===== config.mk =====
export PLATFORM = sky130hd
export DESIGN_NAME = frbm_seq
export DESIGN_NICKNAME = d
export VERILOG_FILES = /design/src/rtl/frbm_pkg.sv /design/src/rtl/frbm_seq.sv
export SDC_FILE = /design/constraint.sdc
export NUM_CORES = 1
export LEC_CHECK = 0
export ABC_AREA = 1
export BUFFER_PORTS_ARGS = -buffer_cell sky130_fd_sc_hd__buf_2
export CAP_MARGIN = 20
export CORE_MARGIN = 4
export CORE_UTILIZATION = 40
export DETAILED_ROUTE_END_ITERATION = 8
export PLACE_DENSITY_LB_ADDON = 0.2
export SLEW_MARGIN = 20
export SYNTH_ARGS = -nofsm -noshare
export SYNTH_HDL_FRONTEND = slang
export SYNTH_SLANG_ARGS = --single-unit
export TNS_END_PERCENT = 20

===== constraint.sdc =====
create_clock -name clk -period 11.27 [get_ports clk]
set_input_delay 1.127 -clock clk [delete_from_list [all_inputs] [get_ports clk]]
set_output_delay 1.127 -clock clk [all_outputs]
set_load 0.005 [all_outputs]

===== src/rtl/frbm_pkg.sv =====
// Shared types and constants for the frame region blit/mirror engine.
// No dependencies.
`timescale 1ns / 1ps
package frbm_pkg;
	localparam int MAX_WIDTH  = 256;
	localparam int MAX_HEIGHT = 256;
	localparam int COL_W   = $clog2(MAX_WIDTH);
	localparam int ROW_W   = $clog2(MAX_HEIGHT);
	localparam int ADDR_W  = COL_W + ROW_W;
	localparam int DEPTH   = MAX_WIDTH * MAX_HEIGHT;
	localparam int PIX_W   = 24;
	localparam int DIM_W   = 9;
	localparam int CRD_W   = 16;

	localparam logic [2:0] REQ_WRITE   = 3'd0;
	localparam logic [2:0] REQ_READ    = 3'd1;
	localparam logic [2:0] REQ_COPY    = 3'd2;
	localparam logic [2:0] REQ_FLIPROW = 3'd3;
	localparam logic [2:0] REQ_FLIPCOL = 3'd4;
	localparam logic [2:0] REQ_REPLACE = 3'd5;

	localparam logic [1:0] ST_OK       = 2'd0;
	localparam logic [1:0] ST_COORD    = 2'd1;
	localparam logic [1:0] ST_NOTFOUND = 2'd2;

	localparam logic REG_WIDTH  = 1'b0;
	localparam logic REG_HEIGHT = 1'b1;

	// memory request from the sequencer to one store
	typedef struct packed {
		logic              we;
		logic [ADDR_W-1:0] addr;
		logic [PIX_W-1:0]  wdata;
	} mem_req_t;
endpackage


===== src/rtl/frbm_seq.sv =====
// Request sequencer: checks and clips regions, walks pixels over the stores.
// Depends on frbm_pkg.
`timescale 1ns / 1ps
module frbm_seq (
	input  logic                          clk,
	input  logic                          arst_n,
	input  logic                          start,
	output logic                          busy,
	input  logic [2:0]                    req_type,
	input  logic [frbm_pkg::CRD_W-1:0]    first_col,
	input  logic [frbm_pkg::CRD_W-1:0]    first_row,
	input  logic [frbm_pkg::CRD_W-1:0]    second_col,
	input  logic [frbm_pkg::CRD_W-1:0]    second_row,
	input  logic [frbm_pkg::CRD_W-1:0]    dest_col,
	input  logic [frbm_pkg::CRD_W-1:0]    dest_row,
	input  logic [frbm_pkg::PIX_W-1:0]    pixel_value,
	input  logic [frbm_pkg::PIX_W-1:0]    replacement_value,
	input  logic [frbm_pkg::DIM_W-1:0]    used_w,
	input  logic [frbm_pkg::DIM_W-1:0]    used_h,
	output frbm_pkg::mem_req_t            frame_req,
	input  logic [frbm_pkg::PIX_W-1:0]    frame_rdata,
	output frbm_pkg::mem_req_t            region_req,
	input  logic [frbm_pkg::PIX_W-1:0]    region_rdata,
	output logic                          done,
	output logic [frbm_pkg::PIX_W-1:0]    read_pixel,
	output logic [1:0]                    status
);
	localparam int CW = frbm_pkg::COL_W;
	localparam int RW = frbm_pkg::ROW_W;
	localparam int DW = frbm_pkg::DIM_W;

	typedef enum logic [3:0] {
		S_IDLE, S_CHECK, S_RD, S_RDWAIT, S_CAP, S_LOAD, S_LOADW,
		S_STORE, S_STOREW, S_REPL, S_REPLW, S_FIN
	} state_t;

	state_t            state_q;
	logic [2:0]        req_q;
	logic [15:0]       lx_q, ty_q, rx_q, by_q, dx_q, dy_q;
	logic [frbm_pkg::PIX_W-1:0] pv_q, nv_q;
	logic [DW-1:0]     cols_q, rows_q, start_q;
	logic [DW-1:0]     i_q, j_q;
	logic              found_q;
	logic [1:0]        st_q;

	// clipped bounds
	logic [15:0] wm1, hm1, rx_c, ty_c, dy_c;
	assign wm1  = 16'(used_w) - 16'd1;
	assign hm1  = 16'(used_h) - 16'd1;
	assign rx_c = (rx_q >= 16'(used_w)) ? wm1 : rx_q;
	assign ty_c = (ty_q >= 16'(used_h)) ? hm1 : ty_q;
	assign dy_c = (dy_q >= 16'(used_h)) ? hm1 : dy_q;

	// address helpers
	function automatic logic [frbm_pkg::ADDR_W-1:0] fa(input logic [16:0] r,
		input logic [16:0] c);
		fa = {r[RW-1:0], c[CW-1:0]};
	endfunction

	logic [16:0] src_r, src_c, dst_r, dst_c;
	logic [DW-1:0] su, sv;
	assign src_r = 17'(by_q) + 17'(j_q);
	assign src_c = 17'(lx_q) + 17'(i_q);
	assign dst_r = 17'(start_q) + 17'(j_q);
	assign dst_c = 17'(dx_q) + 17'(i_q);
	assign sv = (req_q == frbm_pkg::REQ_FLIPROW) ? rows_q - DW'(1) - j_q : j_q;
	assign su = (req_q == frbm_pkg::REQ_FLIPCOL) ? cols_q - DW'(1) - i_q : i_q;

	// load- and store-phase bounds
	logic last_i_ld, last_j_ld, last_i_st, last_j_st;
	assign last_i_ld = (i_q == cols_q - DW'(1));
	assign last_j_ld = (j_q == rows_q - DW'(1));
	assign last_i_st = (req_q == frbm_pkg::REQ_COPY) ?
		(last_i_ld || (dst_c + 17'd1 >= 17'(used_w))) : last_i_ld;
	assign last_j_st = (req_q == frbm_pkg::REQ_COPY) ?
		(dst_r == 17'(dy_c)) : last_j_ld;

	// replace-scan bounds
	logic last_i_rp, last_j_rp;
	assign last_i_rp = (17'(i_q) == 17'(used_w) - 17'd1);
	assign last_j_rp = (17'(j_q) == 17'(used_h) - 17'd1);

	// memory requests
	always_comb begin
		frame_req  = '0;
		region_req = '0;
		case (state_q)
			S_RD, S_RDWAIT: begin
				// address held through the wait so the read data stays put
				frame_req.addr  = fa(17'(ty_q), 17'(lx_q));
				frame_req.we    = (state_q == S_RD) && (req_q == frbm_pkg::REQ_WRITE);
				frame_req.wdata = pv_q;
			end
			S_LOAD: frame_req.addr = fa(src_r, src_c);
			S_LOADW: begin
				region_req.we    = 1'b1;
				region_req.addr  = fa(17'(j_q), 17'(i_q));
				region_req.wdata = frame_rdata;
			end
			S_STORE: region_req.addr = fa(17'(sv), 17'(su));
			S_STOREW: begin
				frame_req.we    = 1'b1;
				frame_req.wdata = region_rdata;
				frame_req.addr  = (req_q == frbm_pkg::REQ_COPY) ?
					fa(dst_r, dst_c) : fa(src_r, src_c);
			end
			S_REPL: frame_req.addr = fa(17'(j_q), 17'(i_q));
			S_REPLW: begin
				frame_req.we    = (frame_rdata == pv_q);
				frame_req.addr  = fa(17'(j_q), 17'(i_q));
				frame_req.wdata = nv_q;
			end
			default: ;
		endcase
	end

	assign busy = (state_q != S_IDLE);

	// sequencer
	always_ff @(posedge clk or negedge arst_n) begin
		if (!arst_n) begin
			state_q    <= S_IDLE;
			done       <= 1'b0;
			read_pixel <= '0;
			status     <= frbm_pkg::ST_OK;
			req_q <= '0; i_q <= '0; j_q <= '0; found_q <= 1'b0; st_q <= '0;
			lx_q <= '0; ty_q <= '0; rx_q <= '0; by_q <= '0; dx_q <= '0; dy_q <= '0;
			pv_q <= '0; nv_q <= '0;
			cols_q <= '0; rows_q <= '0; start_q <= '0;
		end else begin
			done <= (state_q == S_CAP) || (state_q == S_FIN);
			case (state_q)
				S_IDLE: if (start) begin
					req_q <= req_type;
					lx_q <= first_col; ty_q <= first_row;
					rx_q <= second_col; by_q <= second_row;
					dx_q <= dest_col; dy_q <= dest_row;
					pv_q <= pixel_value; nv_q <= replacement_value;
					i_q <= '0; j_q <= '0; found_q <= 1'b0;
					st_q <= frbm_pkg::ST_OK;
					state_q <= S_CHECK;
				end
				S_CHECK: begin
					case (req_q)
						frbm_pkg::REQ_WRITE, frbm_pkg::REQ_READ: begin
							if (lx_q >= 16'(used_w) || ty_q >= 16'(used_h)) begin
								st_q <= frbm_pkg::ST_COORD;
								state_q <= S_FIN;
							end else begin
								state_q <= S_RD;
							end
						end
						frbm_pkg::REQ_COPY, frbm_pkg::REQ_FLIPROW,
						frbm_pkg::REQ_FLIPCOL: begin
							cols_q <= DW'(rx_c - lx_q + 16'd1);
							rows_q <= DW'(ty_c - by_q + 16'd1);
							start_q <= ((dy_c + 16'd1) >= (ty_c - by_q + 16'd1)) ?
								DW'(dy_c + 16'd1 - (ty_c - by_q + 16'd1)) : '0;
							if (lx_q >= 16'(used_w) || by_q >= 16'(used_h) ||
								lx_q > rx_c || by_q > ty_c ||
								(req_q == frbm_pkg::REQ_COPY && dx_q >= 16'(used_w)))
							begin
								st_q <= frbm_pkg::ST_COORD;
								state_q <= S_FIN;
							end else begin
								state_q <= S_LOAD;
							end
						end
						frbm_pkg::REQ_REPLACE: state_q <= S_REPL;
						default: state_q <= S_FIN;
					endcase
				end
				S_RD: state_q <= (req_q == frbm_pkg::REQ_READ) ? S_RDWAIT : S_FIN;
				S_RDWAIT: state_q <= S_CAP;
				S_CAP: begin
					read_pixel <= frame_rdata;
					status <= st_q;
					state_q <= S_IDLE;
				end
				S_LOAD: state_q <= S_LOADW;
				S_LOADW: begin
					state_q <= (last_i_ld && last_j_ld) ? S_STORE : S_LOAD;
					if (last_i_ld) begin
						i_q <= '0;
						if (last_j_ld) begin
							j_q <= '0;
						end else begin
							j_q <= j_q + DW'(1);
						end
					end else begin
						i_q <= i_q + DW'(1);
					end
				end
				S_STORE: state_q <= S_STOREW;
				S_STOREW: begin
					state_q <= (last_i_st && last_j_st) ? S_FIN : S_STORE;
					if (last_i_st) begin
						i_q <= '0;
						if (!last_j_st) begin
							j_q <= j_q + DW'(1);
						end
					end else begin
						i_q <= i_q + DW'(1);
					end
				end
				S_REPL: state_q <= S_REPLW;
				S_REPLW: begin
					if (frame_rdata == pv_q) found_q <= 1'b1;
					state_q <= (last_i_rp && last_j_rp) ? S_FIN : S_REPL;
					if (last_i_rp) begin
						i_q <= '0;
						if (last_j_rp) begin
							if (!(found_q || frame_rdata == pv_q)) begin
								st_q <= frbm_pkg::ST_NOTFOUND;
							end
						end else begin
							j_q <= j_q + DW'(1);
						end
					end else begin
						i_q <= i_q + DW'(1);
					end
				end
				S_FIN: begin
					read_pixel <= '0;
					status <= st_q;
					state_q <= S_IDLE;
				end
				default: state_q <= S_IDLE;
			endcase
		end
	end
endmodule


==> results.cfg <==
[sta]
achievable_freq_mhz = 158
setup-tns-final_ps = 0
rsz_0062_raised_after_global_routing = no
final_min_period_over_clock_period_pct = 56.0
slew_headroom_pct = 23.1
final_hold_viol_count = 0
period_minus_slack_ps = 6310
worst_slew_pin_slew_ps = 1150
finalMaxSlewViolations = 0
timing.final.ws_setup_ps = 4960
setup_viol_count_final = 0
clock-skew-final_ps = 22.0

[route]
drt-wirelength-per-cell_um = 18.6
routed_wirelength_mm = 66.1
drtAntennaViolNets = 0
drt-initial-drc-count = 1488
routed-via-count = 18900
drt-pass1-iter-count = 6
drcViolationCount = 0
viasPerCell = 5.30

[yosys]
leading_cell_type_by_number_of_instances_after_synthesis = sky130_fd_sc_hd__nand2_1
synth.yosys.seq_area_share_pct = 29.7
synth_top_cell_area_share_pct = 29.7
mappedNetlistNets = 3063
synth_area_sq_um = 19000
synth-async-reset-ratio_pct = 100
syn_inst = 2630
synth.yosys.warnings = 0
yosys_register_bits = 226
post-synth-top-area-cell = sky130_fd_sc_hd__dfrtp_1
synth.distinct_cells = 59
count_of_flip_flops_with_a_built_in_enable_after_synthesis = 0
synth.avg_cell_area_sq_um = 7.24
synth_flop_cell = sky130_fd_sc_hd__dfrtp_1
synth_top_cells_by_area = sky130_fd_sc_hd__dfrtp_1, sky130_fd_sc_hd__ha_1, sky130_fd_sc_hd__nand2_1
top_post_synthesis_cells_by_count = sky130_fd_sc_hd__nand2_1, sky130_fd_sc_hd__inv_1, sky130_fd_sc_hd__dfrtp_1

[floorplan]
die_area_sq_um = 51100
i_o_pin_count = 326
die-height_um = 226
floorplan.rows = 79
initial_core_util_pct = 40.7
core_area_sq_um = 46800
die_width_um = 226

[job]
drv_cap = 0

[clock_network]
clkSinkCount = 226
clock-root-buffer = sky130_fd_sc_hd__clkbuf_16
post_cts_buffers = 0
cts.path.max_buffers = 3
cts.clk_slew.worst_paths_ps = 60
tritoncts = done
cts_hold_buffers = 0
cts_buffers = 27
clkLatencyLatePin_ps = 580
cts_htree_levels = 1
post_cts_resize_count = 0

[finish]
layout-area-overhead-vs-synth_pct = 16.7
nets = 3365
final_layout_size_suffix_gt1_share_pct = 16.2
regArea_sq_um = 5660
diodes = 0
fillerInstances = 4774
multiInputGateArea_sq_um = 11600

[global_routing]
maximum_number_of_pins_on_one_net_before_global_route_repair = 112
number_of_antenna_violations_at_the_first_check_in_global_routing = 3
grt_pass1_wl_mm = 102
grt_usage_pct = 25.1
globalRoute.totalOverflow = 0
vias_in_the_first_global_route = 18600

[critical_path]
arrival_ps = 6750
crit-reg2reg-launch = ty_q[1]$_DFFE_PN0P_
crit_slowest_cell = sky130_fd_sc_hd__nand3_1
setup.worst_path.class = input pin to register
crit_top_cell = sky130_fd_sc_hd__nand2_1
worstPathMaxFanout = 26
reg2reg_setup_slack_ps = 5300
r2r.worst_path.cells = 33
cpPeakStageDelay_ps = 600
timing.critical_path.to_type = register
worstPathRequired_ps = 11700
worstPathBufferInverterCount = 4
r2r_end = start_q[4]$_DFFE_PN0P_
startpoint_type = input pin
worst_path_dominant_cell_family = compound AO/OA/AOI/OAI gates

[pwr]
power_density_nw_per_um2 = 271
leakagePower_uw = 0.0117
power_uw = 6020
worst_ir_drop_vdd_mv = 0.112

[placed_design]
gp_routability_congestion = 0.992
port_buffers = 325
post-place-ws_ps = 4310
post-dp-hpwl_mm = 53.2

[worst_hold_path]
hold_path_class = register to register
whs_path_depth = 2
hold_path_end = st_q[1]$_DFFE_PN0P_
min_from = st_q[1]$_DFFE_PN0P_

[status]
outcome = finished, final reports clean
[worst register-to-register path: cells and delay by family, from the launching register on]
kind | cells | cell delay [ps]
AND/OR/NAND/NOR | 12 | 1610
AO/OA/AOI/OAI | 13 | 2000
flip-flops | 1 | 480
buffers and inverters | 2 | 150
XOR/XNOR | 1 | 120
adder cells (fa/ha/maj) | 5 | 1470
[final cells by class]
cell class	instances	share of cell area, %
timing repair buffer	340	7.93
multi-input combinational	1921	52.0
sequential	226	25.5
clock inverter	7	0.479
clock buffer	41	3.64
tap	607	3.42
inverter	416	7.03
[kinds of logic after synthesis]
kind of cell / share of synthesized area [%]
multiplexers: 1.83
flip-flops: 29.7
AO/OA/AOI/OAI: 13.7
XOR/XNOR: 4.69
buffers and inverters: 9.66
AND/OR/NAND/NOR: 25.8
adder cells (fa/ha/maj): 14.6
[routing by layer]
| metal | routed length [um] | vias to the layer above | part of all wire [%] | global-route usage, % |
|---|---|---|---|---|
| met5 | 35 | - | 0.053 | 0 |
| met4 | 2850 | 6 | 4.3 | 9.86 |
| met3 | 4850 | 133 | 7.3 | 3.64 |
| met2 | 30100 | 738 | 45 | 42.3 |
| met1 | 28300 | 8741 | 43 | 32.5 |
| li1 | - | 9245 | - | - |
[power breakdown]
part           switching [uW]  internal [uW]
sequential                344           1190
clock                     361            540
combinational            2240           1340
total                    2950           3070
[registers in the layout, summed over array words and instances, names as in the netlist, 2 cells and up]
register    count
nv_q           24
pv_q           24
read_pixel     24
by_q           16
dx_q           16
dy_q           16
lx_q           16
rx_q           16
ty_q           16
cols_q          9
i_q             9
j_q             9
rows_q          9
start_q         9
state_q         4
req_q           3
st_q            2
status          2
[placed cells by master, fill, tap and decap left out, types with 4 or more instances in the layout]
master,count
sky130_fd_sc_hd__nor2_4,6
sky130_fd_sc_hd__o211ai_1,6
sky130_fd_sc_hd__buf_4,13
sky130_fd_sc_hd__o22ai_1,37
sky130_fd_sc_hd__nand2_2,16
sky130_fd_sc_hd__clkbuf_1,6
sky130_fd_sc_hd__inv_1,406
sky130_fd_sc_hd__o21a_1,4
sky130_fd_sc_hd__clkbuf_8,8
sky130_fd_sc_hd__nand3b_1,14
sky130_fd_sc_hd__nand3_1,106
sky130_fd_sc_hd__xor2_1,73
sky130_fd_sc_hd__o21ai_0,221
sky130_fd_sc_hd__o21bai_1,6
sky130_fd_sc_hd__dfrtp_1,226
sky130_fd_sc_hd__nor2_2,8
sky130_fd_sc_hd__clkinv_1,4
sky130_fd_sc_hd__nor2_1,192
sky130_fd_sc_hd__nand4_1,62
sky130_fd_sc_hd__a21oi_1,91
sky130_fd_sc_hd__inv_2,6
sky130_fd_sc_hd__o32ai_1,4
sky130_fd_sc_hd__ha_1,208
sky130_fd_sc_hd__a211oi_1,5
sky130_fd_sc_hd__nor4_1,9
sky130_fd_sc_hd__nand2_4,4
sky130_fd_sc_hd__a221o_1,4
sky130_fd_sc_hd__fa_1,9
sky130_fd_sc_hd__or2_2,5
sky130_fd_sc_hd__buf_2,324
sky130_fd_sc_hd__nor3_1,28
sky130_fd_sc_hd__o2111ai_1,14
sky130_fd_sc_hd__mux2_2,31
sky130_fd_sc_hd__clkbuf_16,27
sky130_fd_sc_hd__nand3_2,7
sky130_fd_sc_hd__o221ai_1,28
sky130_fd_sc_hd__xnor2_1,29
sky130_fd_sc_hd__nand2_1,653
[metrics by stage]
| stage | area (sq um) | instances | util [%] | hold slack (ps) |
|---|---|---|---|---|
| floorplan | 19000 | 2630 | - | 436 |
| global placement | 21300 | 3509 | 45.5 | 466 |
| detailed placement | 21300 | 3510 | 45.5 | 474 |
| CTS | 22200 | 3558 | 47.5 | 490 |
| global route | 22200 | 3558 | 47.5 | 528 |
| finish | 22200 | 3558 | 47.5 | 486 |
[worst max-delay path by stage]
| stage | from | end | cells after the start | slack (ps) |
|---|---|---|---|---|
| 2_1_floorplan | used_h[1] | start_q[3]$_DFFE_PN0P_ | 35 | 5610 |
| 3_3_place_gp | used_h[1] | start_q[8]$_DFFE_PN0P_ | 35 | 4400 |
| 3_5_place_dp | used_h[1] | start_q[4]$_DFFE_PN0P_ | 35 | 4310 |
| 4_1_cts | used_h[1] | start_q[4]$_DFFE_PN0P_ | 35 | 4900 |
| 5_1_grt | used_h[1] | start_q[4]$_DFFE_PN0P_ | 35 | 4270 |
| 6_report | used_h[1] | start_q[4]$_DFFE_PN0P_ | 35 | 4960 |
Power figures use the tool's default switching activity.
